[src/rtl/u8dw_pkg.sv]
// ----------------------------------------------------------------------------
// u8dw_pkg
// Shared types, constants and the column lookup for the UTF-8 display width
// counter.
// ----------------------------------------------------------------------------
package u8dw_pkg;

  // Running total width and reported width
  localparam int WidthBits = 16;
  localparam int OutBits   = 16;
  localparam int CpBits    = 21;

  // Largest amount one byte can add: three held bytes plus one for the byte itself
  localparam int AddBits   = 3;

  // Control bytes that end counting
  localparam logic [7:0] ByteLf = 8'h0A;
  localparam logic [7:0] ByteCr = 8'h0D;

  // Sequence lengths announced by a lead byte
  localparam logic [2:0] SeqLen2 = 3'd2;
  localparam logic [2:0] SeqLen3 = 3'd3;
  localparam logic [2:0] SeqLen4 = 3'd4;

  // Decoder state carried from byte to byte
  typedef struct packed {
    logic [1:0]        held;
    logic [2:0]        seq_len;
    logic [CpBits-1:0] cp;
    logic              brk;
  } seq_state_t;

  // Result of decoding one byte
  typedef struct packed {
    seq_state_t         state;
    logic [AddBits-1:0] add;
  } step_t;

  // Terminal columns of one code point: 0, 1 or 2
  function automatic logic [1:0] columns_of(input logic [CpBits-1:0] cp);
    logic zero;
    logic wide;
    zero = (cp == 21'h0200B) || (cp == 21'h0200C) || (cp == 21'h0200D) ||
           (cp == 21'h0FEFF) ||
           (cp >= 21'h00300 && cp <= 21'h0036F) ||
           (cp >= 21'h01AB0 && cp <= 21'h01AFF) ||
           (cp >= 21'h01DC0 && cp <= 21'h01DFF) ||
           (cp >= 21'h020D0 && cp <= 21'h020FF) ||
           (cp >= 21'h0FE00 && cp <= 21'h0FE0F) ||
           (cp >= 21'h0FE20 && cp <= 21'h0FE2F) ||
           (cp >= 21'hE0100 && cp <= 21'hE01EF);
    wide = (cp >= 21'h01100 && cp <= 21'h0115F) ||
           (cp >= 21'h02329 && cp <= 21'h0232A) ||
           (cp >= 21'h02E80 && cp <= 21'h0A4CF) ||
           (cp >= 21'h0AC00 && cp <= 21'h0D7A3) ||
           (cp >= 21'h0F900 && cp <= 21'h0FAFF) ||
           (cp >= 21'h0FE10 && cp <= 21'h0FE19) ||
           (cp >= 21'h0FE30 && cp <= 21'h0FE6F) ||
           (cp >= 21'h0FF00 && cp <= 21'h0FF60) ||
           (cp >= 21'h0FFE0 && cp <= 21'h0FFE6) ||
           (cp >= 21'h1F300 && cp <= 21'h1F9FF) ||
           (cp >= 21'h20000 && cp <= 21'h3FFFD);
    if (zero) begin
      return 2'd0;
    end else if (wide) begin
      return 2'd2;
    end else begin
      return 2'd1;
    end
  endfunction

  // Saturating add of one byte's columns to the running total
  function automatic logic [WidthBits-1:0] sat_add(input logic [WidthBits-1:0] total,
                                                   input logic [AddBits-1:0] add);
    logic [WidthBits:0] sum;
    sum = {1'b0, total} + (WidthBits+1)'(add);
    if (sum[WidthBits]) begin
      return {WidthBits{1'b1}};
    end else begin
      return sum[WidthBits-1:0];
    end
  endfunction

  // Clamp the running total to the reported width
  function automatic logic [OutBits-1:0] clamp_out(input logic [WidthBits-1:0] total);
    logic [32:0] wide;
    wide = 33'(total);
    if (wide > 33'({OutBits{1'b1}})) begin
      return {OutBits{1'b1}};
    end else begin
      return wide[OutBits-1:0];
    end
  endfunction

endpackage

[src/rtl/u8dw_decode.sv]
// ----------------------------------------------------------------------------
// u8dw_decode
// Combinational UTF-8 step: takes the held sequence state and one byte and
// gives the next state and the columns the byte adds.
// ----------------------------------------------------------------------------
module u8dw_decode (
  input  u8dw_pkg::seq_state_t state,
  input  logic [7:0]           text_byte,
  input  logic                 final_byte,
  output u8dw_pkg::step_t      step
);

  logic                               cont;
  logic [2:0]                         n;
  logic [u8dw_pkg::CpBits-1:0]        cp_ext;
  u8dw_pkg::seq_state_t               nxt;
  logic [u8dw_pkg::AddBits-1:0]       add;

  assign cont   = (text_byte[7:6] == 2'b10);
  assign n      = {1'b0, state.held} + 3'd1;
  assign cp_ext = {state.cp[u8dw_pkg::CpBits-7:0], text_byte[5:0]};

  // Sequence handling, then lead handling
  always_comb begin
    nxt = state;
    add = '0;
    if (state.brk) begin
      // counting stopped; bytes ignored until the final one
    end else if (state.held != 2'd0 && cont) begin
      nxt.cp = cp_ext;
      if (n >= state.seq_len) begin
        add      = u8dw_pkg::AddBits'(u8dw_pkg::columns_of(cp_ext));
        nxt.held = 2'd0;
      end else if (final_byte) begin
        add      = n;
        nxt.held = 2'd0;
      end else begin
        nxt.held = n[1:0];
      end
    end else begin
      // no sequence open, or a broken one: each held byte counts one, byte read as a lead
      add      = u8dw_pkg::AddBits'(state.held);
      nxt.held = 2'd0;
      if (text_byte == u8dw_pkg::ByteLf || text_byte == u8dw_pkg::ByteCr) begin
        nxt.brk = 1'b1;
      end else if (text_byte[7:5] == 3'b110) begin
        nxt.seq_len = u8dw_pkg::SeqLen2;
        nxt.held    = 2'd1;
        nxt.cp      = u8dw_pkg::CpBits'(text_byte[4:0]);
      end else if (text_byte[7:4] == 4'b1110) begin
        nxt.seq_len = u8dw_pkg::SeqLen3;
        nxt.held    = 2'd1;
        nxt.cp      = u8dw_pkg::CpBits'(text_byte[3:0]);
      end else if (text_byte[7:3] == 5'b11110) begin
        nxt.seq_len = u8dw_pkg::SeqLen4;
        nxt.held    = 2'd1;
        nxt.cp      = u8dw_pkg::CpBits'(text_byte[2:0]);
      end else begin
        // ASCII, stray continuation or F8-FF: none of these is zero-width or wide
        add = add + u8dw_pkg::AddBits'(1);
      end
    end

    // Sequence cut short by the final byte: each held byte counts one
    if (final_byte) begin
      add = add + u8dw_pkg::AddBits'(nxt.held);
      nxt = '0;
    end
  end

  assign step.state = nxt;
  assign step.add   = add;

endmodule

[src/rtl/utf8_display_width_counter.sv]
// ----------------------------------------------------------------------------
// utf8_display_width_counter
// Counts the terminal columns of a UTF-8 string, one byte per transfer, and
// reports the saturated total on the final byte.
// ----------------------------------------------------------------------------
//  channel | handshake           | payload
//  --------+---------------------+--------------------------------
//  in      | in_valid / in_ready | text_byte[7:0], final_byte
//  out     | out_valid/out_ready | display_width[15:0]
//
//  One byte per cycle sustained while no final byte waits on a held result;
//  a byte passes the input register, then decode into state and result
//  register. Rate is set by the single decode step between the input
//  register and the sequence state registers.
//  Reset (synchronous, rst high) empties both registers and clears the state.
//  A result held on out stalls only final bytes; other bytes keep flowing.
// ----------------------------------------------------------------------------
module utf8_display_width_counter (
  input  logic        clk,
  input  logic        rst,
  input  logic        in_valid,
  output logic        in_ready,
  input  logic [7:0]  text_byte,
  input  logic        final_byte,
  output logic        out_valid,
  input  logic        out_ready,
  output logic [15:0] display_width
);

  // Input register
  logic       s1_valid;
  logic [7:0] s1_byte;
  logic       s1_fin;
  logic       advance;

  // Sequence state and running total
  u8dw_pkg::seq_state_t                 state;
  logic [u8dw_pkg::WidthBits-1:0]       total;
  logic [u8dw_pkg::WidthBits-1:0]       total_next;
  u8dw_pkg::step_t                      step;

  // A non-final byte never needs the result register
  assign advance  = s1_valid && (!s1_fin || !out_valid || out_ready);
  assign in_ready = !s1_valid || advance;

  always_ff @(posedge clk) begin
    if (rst) begin
      s1_valid <= 1'b0;
    end else if (in_ready) begin
      s1_valid <= in_valid;
    end
  end

  always_ff @(posedge clk) begin
    if (in_ready && in_valid) begin
      s1_byte <= text_byte;
      s1_fin  <= final_byte;
    end
  end

  // Decode step
  u8dw_decode u_decode (
    .state      (state),
    .text_byte  (s1_byte),
    .final_byte (s1_fin),
    .step       (step)
  );

  assign total_next = u8dw_pkg::sat_add(total, step.add);

  // State update; a final byte returns everything to the reset state
  always_ff @(posedge clk) begin
    if (rst) begin
      state <= '0;
      total <= '0;
    end else if (advance) begin
      state <= step.state;
      total <= s1_fin ? '0 : total_next;
    end
  end

  // Result register
  always_ff @(posedge clk) begin
    if (rst) begin
      out_valid <= 1'b0;
    end else if (advance && s1_fin) begin
      out_valid <= 1'b1;
    end else if (out_ready) begin
      out_valid <= 1'b0;
    end
  end

  always_ff @(posedge clk) begin
    if (advance && s1_fin) begin
      display_width <= u8dw_pkg::clamp_out(total_next);
    end
  end

  // Checks
  a_held_in_range: assert property (@(posedge clk) disable iff (rst)
    state.held != 2'd0 |-> state.seq_len > 3'(state.held) && state.seq_len <= 3'd4)
    else $error("held byte count not below announced sequence length");

  a_final_clears: assert property (@(posedge clk) disable iff (rst)
    advance && s1_fin |=> state == '0 && total == '0)
    else $error("state not cleared after final byte");

  a_break_sticks: assert property (@(posedge clk) disable iff (rst)
    state.brk && !(advance && s1_fin) |=> state.brk)
    else $error("line break flag dropped before final byte");

  a_result_source: assert property (@(posedge clk) disable iff (rst)
    $rose(out_valid) |-> $past(advance && s1_fin))
    else $error("result raised without a final byte");

endmodule

[config.mk]
export PLATFORM = sky130hd
export DESIGN_NAME = utf8_display_width_counter
export DESIGN_NICKNAME = d
export VERILOG_FILES = /design/src/rtl/u8dw_pkg.sv /design/src/rtl/u8dw_decode.sv /design/src/rtl/utf8_display_width_counter.sv
export SDC_FILE = /design/constraint.sdc
export NUM_CORES = 1
export LEC_CHECK = 0
export BUFFER_PORTS_ARGS = -buffer_cell sky130_fd_sc_hd__buf_2
export CAP_MARGIN = 15
export CORE_MARGIN = 3
export CORE_UTILIZATION = 40
export DETAILED_ROUTE_END_ITERATION = 10
export MAX_ROUTING_LAYER = met4
export PLACE_DENSITY = 0.6
export SETUP_SLACK_MARGIN = 0.5
export SYNTH_ARGS = -nofsm -noshare
export SYNTH_HDL_FRONTEND = slang
export SYNTH_HIERARCHICAL = 1
export SYNTH_SLANG_ARGS = --single-unit
[constraint.sdc]
create_clock -name clk -period 5.7 [get_ports clk]
set_input_delay 0.285 -clock clk [delete_from_list [all_inputs] [get_ports clk]]
set_output_delay 0.285 -clock clk [all_outputs]
set_load 0.05 [all_outputs]
# Yosys cells after proc, flatten, opt, wreduce, memory -nomap -nowiden
# Cells that the tools add are included.
[word_totals] ff_bits=64 out_inout_bits=18 input_bits=13
[op_classes] muxes=28 reduce_logical=55 eq_ne=14 add_sub_neg=3 magnitude_cmp=37
[ops] operator="<= comparator 21 x 16 -> 1 bit, second input constant" n=9
[ops] operator=">= comparator 21 x 16 -> 1 bit, second input constant" n=8
[ops] operator="2-to-1 mux 26 bit" n=3
[ops] operator="== test 21 x 14 -> 1 bit, second input constant" n=3
[ops] operator=">= comparator 21 x 13 -> 1 bit, second input constant" n=3
[ops] operator=">= comparator 21 x 14 -> 1 bit, second input constant" n=3
[ops] operator="<= comparator 21 x 13 -> 1 bit, second input constant" n=3
[ops] operator="2-to-1 mux 27 bit" n=2
[ops] operator="<= comparator 21 x 14 -> 1 bit, second input constant" n=2
[ops] operator="2-to-1 mux 16 bit" n=2
[ops] operator="2-to-1 mux 3 bit" n=10
[ops] operator="2-to-1 mux 25 bit" n=1
[ops] operator="logical OR 1 bit" n=24
[ops] operator="logical AND 1 bit" n=22
[ops] operator="== test 21 x 16 -> 1 bit, second input constant" n=1
[ops] operator=">= comparator 21 x 10 -> 1 bit, second input constant" n=1
[ops] operator=">= comparator 21 x 17 -> 1 bit, second input constant" n=1
[ops] operator=">= comparator 21 x 18 -> 1 bit, second input constant" n=1
[ops] operator=">= comparator 21 x 20 -> 1 bit, second input constant" n=1
[ops] operator="<= comparator 21 x 10 -> 1 bit, second input constant" n=1
[ops] operator="<= comparator 21 x 17 -> 1 bit, second input constant" n=1
[ops] operator="<= comparator 21 x 18 -> 1 bit, second input constant" n=1
[ops] operator="<= comparator 21 x 20 -> 1 bit, second input constant" n=1
[ops] operator="2-to-1 mux 21 bit" n=1
[ops] operator="19 further kinds" n=32

# Logic depth before layout (Yosys ltp)
# Gate-level depths: netlist (run 1).
[depth] word_depth=22 ltp_mapped=21 ltp_nobuf=20

# Hierarchy
# Netlist (run 1), hierarchy kept.
[modules_own_cells] module="utf8_display_width_counter" cells_each=303 area_each_um2=2945.3 instances=1
[modules_own_cells] module="u8dw_decode" cells_each=276 area_each_um2=1789.2 instances=1

# Least setup slack after synthesis (run 1)
# Ideal clock, no wire load.
[synth_path] path_type="reg2reg" from="register, netlist name state[25]" to="register display_width[5], data pin" setup_time_ns=0.254 n_path_buf=1 required_ns=5.446 path_stages_with_launch=22 synth_period_minus_slack_ns=4.731 t_arrival_ns=4.477 setup_slack_ns=0.969 cell_sequence="dfxtp_1 > inv_1 > ha_1 > ha_1 > a21o_1 > a21oi_1 > nor4b_1 > and3_1 > a31oi_1 > a21oi_1 > ha_1 > inv_1 > fa_1 > inv_1 > a221o_1 > fa_1 > and2_1 > o21a_1 > nand3_2 > buf_2 > o21ai_1 > a21o_1"
[synth_rtl] element="end signal, assigned" line_no="utf8_display_width_counter.sv:95" source="display_width <= u8dw_pkg::clamp_out(total_next);"
[synth_rtl] element="end, declared" line_no="utf8_display_width_counter.sv:27" source="output logic [15:0] display_width"

==> metrics, run 1 <==
DRC violation count after routing 0; nets 585; hold buffers post-CTS 0; HP Class input port to flip-flop; largest net degree at the start of global routing 34; Slew Limit Fails 0; Inserted Diodes 0; Synth warnings 6; final global-route overflow total 0; CTS Buffer Depth 2; Final GP Congestion 0.959; worst slew pin tran 1020 ps; first-pass GRT wire length 20.6 mm; initial antenna violation count 0; Worst Path Arrival 5030 ps; Setup Skew 17.8 ps; CP required 5810 ps; Clk Latency, worst-skew pair 360 ps; Fin Hold WS 95.2 ps; Cells on Worst Hold Path 1; WL final 12.5 mm; cells after synthesis 547; die width 112 µm; setup_tns 0 ps; Final Hold Violating Endpoints 0; Ports 31; DP Wirelength 8.70 mm; P_leak 1.87 nW; cts bufs inserted 9; layout cells sized above 1 18.7%; R2R depth 17; crit share post-route 86.4%; CTS root buffer clkbuf_8; Mapped Nets 571; CTS clk-pin slew, worst paths 80 ps; port bufs 30; critical path fanouts, max 13; pwr/cell area 198 nW/µm²; Sink Count 64; synthesized area 4480 µm²; Max-slew headroom 31.4%; synthesized area per cell 8.18 µm²; max-capacitance violation count 0; Hold Path End s1_byte[3]; CP Launch Type flip-flop; Max Clock Freq 0.203 GHz; WS Path Type flip-flop to flip-flop; CP Capture Type flip-flop; Final min period 4920 ps; detailed router's first-iteration violation count 465; vias in the first global route 3989; Die Ht 112 µm; Antenna Violating Nets Remaining 0; row count 37; drt wl/cell 17.8 µm; worst vdd ir 0.109 mV; Vias 4325; Core Area 10600 µm²; Starting Density 42.2%; status completed; synthesis-to-finish area growth 11.0%; FF-to-FF Start s1_byte[2]; RSZ-0062 raised after global routing false; flop2flop setup slack 780 ps; # setup viols final 0; vias per cell 6.16; CTS H-tree depth 3; Hold Crit Start text_byte[3]; Crit Reg-Reg Endpoint display_width[7]; Total GRT Usage 20.5%; CTS tree built; Initial DRT Pass Iterations 5; die area 12500 µm²
==> registers in the layout (all words and copies together), names as in the netlist <==
signal,count
s1_valid,1
out_valid,1
total,16
s1_byte,8
state,21
s1_fin,1
display_width,16
==> timing repair <==
item / 4_1_cts / 5_1_grt
endpoints found under the setup margin: 0 / 32
buffers inserted: 0 / 9
gates resized for setup: 0 / 15
==> layout make-up <==
| cell class | instances | area, µm² |
|---|---|---|
| clock buffer | 10 | 128 |
| clock inverter | 6 | 67.6 |
| fill | 1018 | 5630 |
| inverter | 11 | 41.3 |
| multi-input combinational | 422 | 2700 |
| sequential | 64 | 1540 |
| tap | 136 | 170 |
| timing repair buffer | 53 | 320 |
==> worst max path at each step <==
| stage | slack [ps] | end | start |
|---|---|---|---|
| final | 780 | display_width[7] | s1_byte[2] |
| after global routing | 550 | total[1] | state[25] |
| after CTS | 540 | display_width[5] | state[25] |
| after detailed placement | 540 | display_width[5] | state[25] |
| after global placement | 660 | display_width[5] | state[25] |
| after floorplan | 970 | display_width[5] | state[25] |
==> cells in the final DEF (no fill, tap or decap), types with 4 or more instances in the layout <==
master    instances
xor2_1            5
a211oi_1          5
nor2b_1           4
dfxtp_1          32
edfxtp_1         25
nor4_1            7
and3_1           10
clkbuf_8          9
nor3_1           15
o21ai_0          13
a21oi_1          50
nand2_1          74
buf_4            22
a22o_1           11
ha_1              9
mux2i_1           6
and2_1            4
nor2_1           46
dfxtp_2           6
nand2b_1          9
nor3b_1           6
nand4_1          11
buf_2            31
a22oi_1           6
o211ai_1          4
nand3_1          16
a31oi_1           9
inv_1            10
a21o_1           13
o21ai_1           5
==> power by group <==
group / total (mW) / internal (mW) / leakage, nW / switching [mW]
registers: 0.497 / 0.482 / 0.569 / 0.0144
clock network: 0.398 / 0.203 / 0.0929 / 0.194
logic: 0.0893 / 0.0304 / 1.21 / 0.0590
total: 0.984 / 0.716 / 1.87 / 0.268
==> per-layer routing <==
metal | routed length (µm) | global-route usage, % | vias to the layer above
li1 | - | - | 2057
met1 | 5670 | 28.5 | 2037
met2 | 5520 | 30.0 | 210
met3 | 1070 | 3.91 | 21
met4 | 264 | 6.41 | 0
met5 | 0 | - | -
==> metrics by stage <==
| step | setup slack, ps | total power [mW] | cell area (µm²) | util (%) | cells |
|---|---|---|---|---|---|
| 3_3_place_gp | 658 | 0.593 | 4660 | 44.0 | 677 |
| 5_1_grt | 551 | 1.02 | 4970 | 46.9 | 702 |
| 4_1_cts | 538 | 0.991 | 4860 | 45.8 | 693 |
| 2_1_floorplan | 969 | 0.569 | 4480 | - | 547 |
| 6_report | 778 | 0.984 | 4970 | 46.9 | 702 |
| 3_5_place_dp | 545 | 0.593 | 4660 | 44.0 | 677 |
==> worst max-delay path: stages (launching register included) <==
cell and delay (ps):
edfxtp_1 610, nand4_2 240, a31oi_1 110, or4b_1 470, a311oi_1 510, a2111oi_4 80, a211oi_1 240, a21oi_1 90
fa_1 540, inv_1 40, a221o_1 380, fa_1 410, and2_1 200, o21a_2 260, nand3_4 150, buf_2 190
buf_4 120, nand2_1 40
Power figures use the tool's default switching activity.
==> run 2: changes to the inputs <==
==> constraint.sdc (replaced) <==
create_clock -name clk -period 4.6 [get_ports clk]
set_input_delay 0.23 -clock clk [delete_from_list [all_inputs] [get_ports clk]]
set_output_delay 0.23 -clock clk [all_outputs]
set_load 0.05 [all_outputs]
==> run 2 against run 1 <==
Net effect: the flow now finishes with violations (setup timing); final cell count rose by 13%; maximum frequency rose by 6.4%; via count rose by 7.4%; sequential share of layout area fell by 5.5 points; highest routed layer unchanged.
==> metrics, run 2 (synthesis gave the netlist of run 1 again) <==
Ports 31 (unchanged); port bufs 30 (unchanged); Sink Count 64 (unchanged); Setup Skew 14.3 ps (-3.50 ps); Inserted Diodes 0 (unchanged); Die Ht 112 µm (unchanged); Slowest-stage cell, CP fa_1; drt wl/cell 18.6 µm (+4.0%); worst slew pin tran 1030 ps (+1.99 ps); initial antenna violation count 0 (unchanged); setup_tns -49.1 ps (-49.1 ps); layout cells sized above 1 38.1% (+19 points); Final GP Congestion 0.976 (+1.8%); register area 1540 µm² (unchanged); status finished, violations left; CTS H-tree depth 3 (unchanged); Final Hold Violating Endpoints 0 (unchanged); Max-slew headroom 31.4% (about the same); buffers and inverters on the worst path 4 (+1); most used cell, CP inv_2; P_leak 2.40 nW (+28%); WS Path Type flip-flop to flip-flop; Non-Filler Instances 794 (+13%); CTS clk-pin slew, worst paths 90 ps (about the same); WL final 14.7 mm (+18%); failing checks setup timing; filler instances 950 (-6.7%); biggest regs state (21), display_width (16), total (16); commonest cells after routing, fill and taps aside buf_4 (102), nand2_1 (68), a21oi_1 (48), nor2_1 (41), dfxtp_1 (32); Max Clock Freq 0.216 GHz (+6.4%); Initial DRT Pass Iterations 5 (unchanged); Antenna Violating Nets Remaining 0 (unchanged); Setup Slack @ Placement -149 ps (-694 ps); CP Capture Type flip-flop; Slew Limit Fails 0 (unchanged); max-capacitance violation count 0 (unchanged); CTS root buffer clkbuf_8; nets 677 (+16%); HP Class input port to flip-flop; PnR worst setup slack -25.7 ps (-804 ps); # setup viols final 3 (+3); Vias 4646 (+7.4%); CP required 4710 ps (-1100 ps); CTS Buffer Depth 2 (unchanged); Largest register FFs 21 (unchanged); Core Area 10600 µm² (unchanged); vias in the first global route 4469 (+12%); row count 37 (unchanged); final global-route overflow total 0 (unchanged); DP Wirelength 10.2 mm (+17%); synthesis-to-finish area growth 35.1%; die area 12500 µm² (unchanged); CTS tree built; crit share post-route 101% (+14 points); Worst Path Arrival 4740 ps (-290 ps); detailed router's first-iteration violation count 316 (-32%); Fin Hold WS 53.8 ps (-41.4 ps); cts bufs inserted 9 (unchanged); CP Launch Type flip-flop; first-pass GRT wire length 23.5 mm (+14%); vias per cell 5.85 (-5.0%); Clk Latency, worst-skew pair 350 ps (about the same); Multi-input gate area 3030 µm² (+12%); largest net degree at the start of global routing 34 (unchanged); RSZ-0062 raised after global routing true; Worst path top cell family by delay compound AO/OA/AOI/OAI gates; critical path's largest stage delay 480 ps (-130 ps); pwr/cell area 222 nW/µm² (+12%); Final min period 4630 ps (-296 ps); DRC violation count after routing 0 (unchanged); Reg with most FFs state; Total GRT Usage 23.7% (+3.2 points); CP cell instances inv_2 -> ha_4 -> ha_1 -> a21o_1 -> a21oi_2 -> a21oi_1 -> o21ai_0 -> ha_2 -> inv_2 -> fa_1 -> inv_1 -> a221o_1 -> buf_4 -> fa_2 -> and2_4 -> o21a_4 -> and3_4 -> o21a_1; most common cell after layout, fill and taps aside buf_4; critical path fanouts, max 7 (-6); worst vdd ir 0.167 mV (+54%); Placed Instances 755 (+12%); hold buffers post-CTS 0 (unchanged); die width 112 µm (unchanged); Starting Density 42.2% (unchanged)
-- run 2: metrics by stage --
stage | instance area, µm² | power (mW) | utilization, %
6_report | 6050 | 1.34 | 57.1
3_3_place_gp | 5330 | 0.755 | 50.3
5_1_grt | 6050 | 1.39 | 57.1
2_1_floorplan | 4580 | 0.707 | -
4_1_cts | 5720 | 1.33 | 54.0
3_5_place_dp | 5330 | 0.756 | 50.3
-- run 2: cell type report --
cell class | instances | area share, %
Sequential cell | 64 | 25.5
Inverter | 11 | 0.683
Tap cell | 136 | 2.81
Multi-Input combinational cell | 424 | 50.1
Timing Repair Buffer | 143 | 17.2
Clock buffer | 9 | 2.05
Clock inverter | 7 | 1.70
-- run 2: timing repair --
item / CTS / global route
pin swaps: 10 / 13
setup endpoints to repair: 32 / 32
buffers inserted: 12 / 9
gates resized for setup: 21 / 55
gates cloned: 1 / 1
-- run 2: path summary, 6_finish.rpt --
check | startpoint | endpoint | slack [ps] | cells past startpoint
setup / recovery | state[25] | display_width[6] | -30 | 18
hold reg to reg | state[23] | state[23] | 470 | 2
setup reg to reg | state[25] | display_width[6] | -30 | 18
hold / removal | text_byte[4] | s1_byte[4] | 50 | 1
-- run 2: worst register-to-register path, stage by stage, from the launching register on --
cell and delay, ps:
dfxtp_4 400, inv_2 60, ha_4 260, ha_1 280, a21o_1 170, a21oi_2 260, a21oi_1 100, o21ai_0 400
ha_2 270, inv_2 40, fa_1 480, inv_1 40, a221o_1 340, buf_4 150, fa_2 350, and2_4 170
o21a_4 240, and3_4 210, o21a_1 170
-- run 2: where the power goes --
part           internal (mW)  switching, mW  total (mW)
combinational         0.0637         0.0931       0.157
sequential             0.597         0.0120       0.609
clock                  0.312          0.264       0.576
total                  0.973          0.369        1.34
-- run 2: layer usage --
| layer | global-route usage [%] | part of all wire, % |
|---|---|---|
| met5 | - | 0 |
| met4 | 7.62 | 1.8 |
| met3 | 4.35 | 6.4 |
| met2 | 33.9 | 45 |
| met1 | 33.7 | 47 |
==> run 3: changes to the inputs <==
--- a/config.mk
+++ b/config.mk
@@ -11,7 +11,7 @@
 export CORE_UTILIZATION = 40
 export DETAILED_ROUTE_END_ITERATION = 10
 export MAX_ROUTING_LAYER = met4
-export PLACE_DENSITY = 0.6
+export PLACE_DENSITY = 0.62
 export SETUP_SLACK_MARGIN = 0.5
 export SYNTH_ARGS = -nofsm -noshare
 export SYNTH_HDL_FRONTEND = slang
==> constraint.sdc (replaced) <==
create_clock -name clk -period 4 [get_ports clk]
set_input_delay 0.2 -clock clk [delete_from_list [all_inputs] [get_ports clk]]
set_output_delay 0.2 -clock clk [all_outputs]
set_load 0.05 [all_outputs]
==> run 3 against run 2 <==
Net effect: the run still ends with setup timing left; critical path depth is 1 higher; die area stayed put; sequential cell count stayed put; sequential share of layout area is 0.47 points lower; register-to-register slack worse by 500 ps; clock-buffer cell count is 1 higher; largest power group unchanged.
==> metrics, run 3 (synthesis gave the netlist of run 1 again) <==
status finished, violations left; failing checks setup timing; switching power 0.385 mW (+4.2%); initial antenna violation count 0 (unchanged); most used cell, CP buf_4; filler instances 932 (-1.9%); # setup viols final 32 (+29); buffers and inverters on the worst path 4 (unchanged); Slowest-stage cell, CP edfxtp_1; WS Path Type flip-flop to flip-flop; RSZ-0062 raised after global routing true; cts bufs inserted 9 (unchanged); Setup Slack @ Placement -545 ps (-396 ps); Switching Fraction 26.9% (-0.56 points); port bufs 30 (unchanged); Initial DRT Pass Iterations 5 (unchanged); pwr/cell area 232 nW/µm² (+4.4%); Design Area, Final 6160 µm² (+1.9%); Slew Limit Fails 0 (unchanged); synthesis-to-finish area growth 37.6%; Fin Hold WS 21.2 ps (-32.6 ps); die area 12500 µm² (unchanged); biggest regs state (21), display_width (16), total (16); Inserted Diodes 0 (unchanged); first-pass GRT wire length 24.0 mm (+1.9%); Max Clock Freq 0.221 GHz (+2.1%); worst vdd ir 0.189 mV (+13%); final global-route overflow total 0 (unchanged); Die Ht 112 µm (unchanged); Vias 4794 (+3.2%); placed cell areas 5600 µm² (+5.1%); Final Hold Violating Endpoints 0 (unchanged); CTS tree built; Reg with most FFs state; Non-Filler Instances 817 (+2.9%); Int Power 1.04 mW (+7.2%); CP Capture Type flip-flop; crit share post-route 113% (+13 points); overall power 1.43 mW (+6.4%); HP Class input port to flip-flop; vias in the first global route 4551 (+1.8%); drt wl/cell 18.3 µm (-1.3%); CP required 4300 ps (-410 ps); most common cell after layout, fill and taps aside buf_4; die width 112 µm (unchanged); DP Wirelength 10.8 mm (+5.6%); PnR worst setup slack -529 ps (-503 ps); Setup Skew 15.8 ps (+1.47 ps); Ports 31 (unchanged); vias per cell 5.87 (+0.28%); Starting Density 42.2% (unchanged); CTS clk-pin slew, worst paths 80 ps (about the same); Placed Instances 789 (+4.5%); Worst path top cell family by delay compound AO/OA/AOI/OAI gates; logic gate share of total power 12.2% (+0.5 points); P_leak 2.51 nW (+4.8%); DRC violation count after routing 0 (unchanged); row count 37 (unchanged); Clk pwr share 38.7% (-4.2 points); Total GRT Usage 24.2% (+0.48 points); Clk Latency, worst-skew pair 360 ps (about the same); CTS H-tree depth 3 (unchanged); Sink Count 64 (unchanged); Final GP Congestion 0.927 (-5.1%); Final min period 4530 ps (-96.7 ps); critical path's largest stage delay 530 ps (+50 ps); CP Launch Type flip-flop; worst slew pin tran 1050 ps (+19.7 ps); layout cells sized above 1 39.5% (+1.4 points); Sequential Power Share 49.1% (+3.7 points); max-capacitance violation count 0 (unchanged); Worst Path Arrival 4830 ps (+90 ps); commonest cells after routing, fill and taps aside buf_4 (126), nand2_1 (73), a21oi_1 (45), nor2_1 (43), dfxtp_1 (32); Max-slew headroom 29.9% (-1.5 points); WL final 15.0 mm (+1.5%); Largest register FFs 21 (unchanged); critical path fanouts, max 7 (unchanged); Antenna Violating Nets Remaining 0 (unchanged); CTS Buffer Depth 2 (unchanged); CTS root buffer clkbuf_8; largest net degree at the start of global routing 34 (unchanged); CP cell instances nand4_4 -> a31oi_1 -> or4b_1 -> a311oi_2 -> a2111oi_4 -> buf_4 -> a211oi_2 -> a21oi_2 -> fa_1 -> inv_1 -> a221o_1 -> fa_2 -> and2_4 -> o21ai_2 -> buf_6 -> nor4_2 -> buf_4 -> a211o_1 -> a21oi_1; Core Area 10600 µm² (unchanged); detailed router's first-iteration violation count 484 (+53%); nets 700 (+3.4%)
==> run 3: what timing repair did <==
| item | in CTS | in global routing |
|---|---|---|
| endpoints found under the setup margin | 32 | 32 |
| gates resized for setup | 22 | 39 |
| pin swaps | 6 | 10 |
| setup buffers | 5 | 5 |
| cloned | 0 | 2 |
| hold buffers | 0 | 0 |
==> run 3: final timing paths <==
kind	from	cells past startpoint	end	slack [ps]
setup / recovery	s1_byte[0]	19	total[14]	-530
hold / removal	text_byte[1]	1	s1_byte[1]	20
setup reg to reg	s1_byte[0]	19	total[14]	-530
hold reg to reg	state[24]	2	state[24]	470
==> run 3: power by group through the flow <==
stage	Clock [mW]	Sequential, mW	Combinational (mW)
floorplan	0	0.721	0.0924
global placement	0	0.715	0.159
detailed placement	0	0.715	0.160
CTS	0.557	0.700	0.164
global route	0.590	0.703	0.188
finish	0.552	0.701	0.174
==> run 3: layer usage <==
layer / track usage, % / up-vias / part of all wire, %
met4: 7.38 / 0 / 2.5
met2: 34.0 / 185 / 42
li1: - / 2298 / -
met3: 3.86 / 33 / 7.0
met5: - / - / 0
met1: 35.4 / 2278 / 48
==> run 3: per-stage QoR <==
step	TNS, ps	util [%]
2_1_floorplan	-901	-
3_3_place_gp	-15360	52.8
3_5_place_dp	-14410	52.8
4_1_cts	-11040	55.8
5_1_grt	-19840	58.1
6_report	-13720	58.1
==> run 3: cell type report <==
cell class | instances | area, µm² | share of cell area (%)
Multi-Input combinational cell | 423 | 3000 | 48.6
Sequential cell | 64 | 1540 | 25.0
Timing Repair Buffer | 167 | 1220 | 19.8
Tap cell | 136 | 170 | 2.76
Clock buffer | 10 | 128 | 2.07
Clock inverter | 6 | 61.3 | 0.995
Inverter | 11 | 41.3 | 0.670
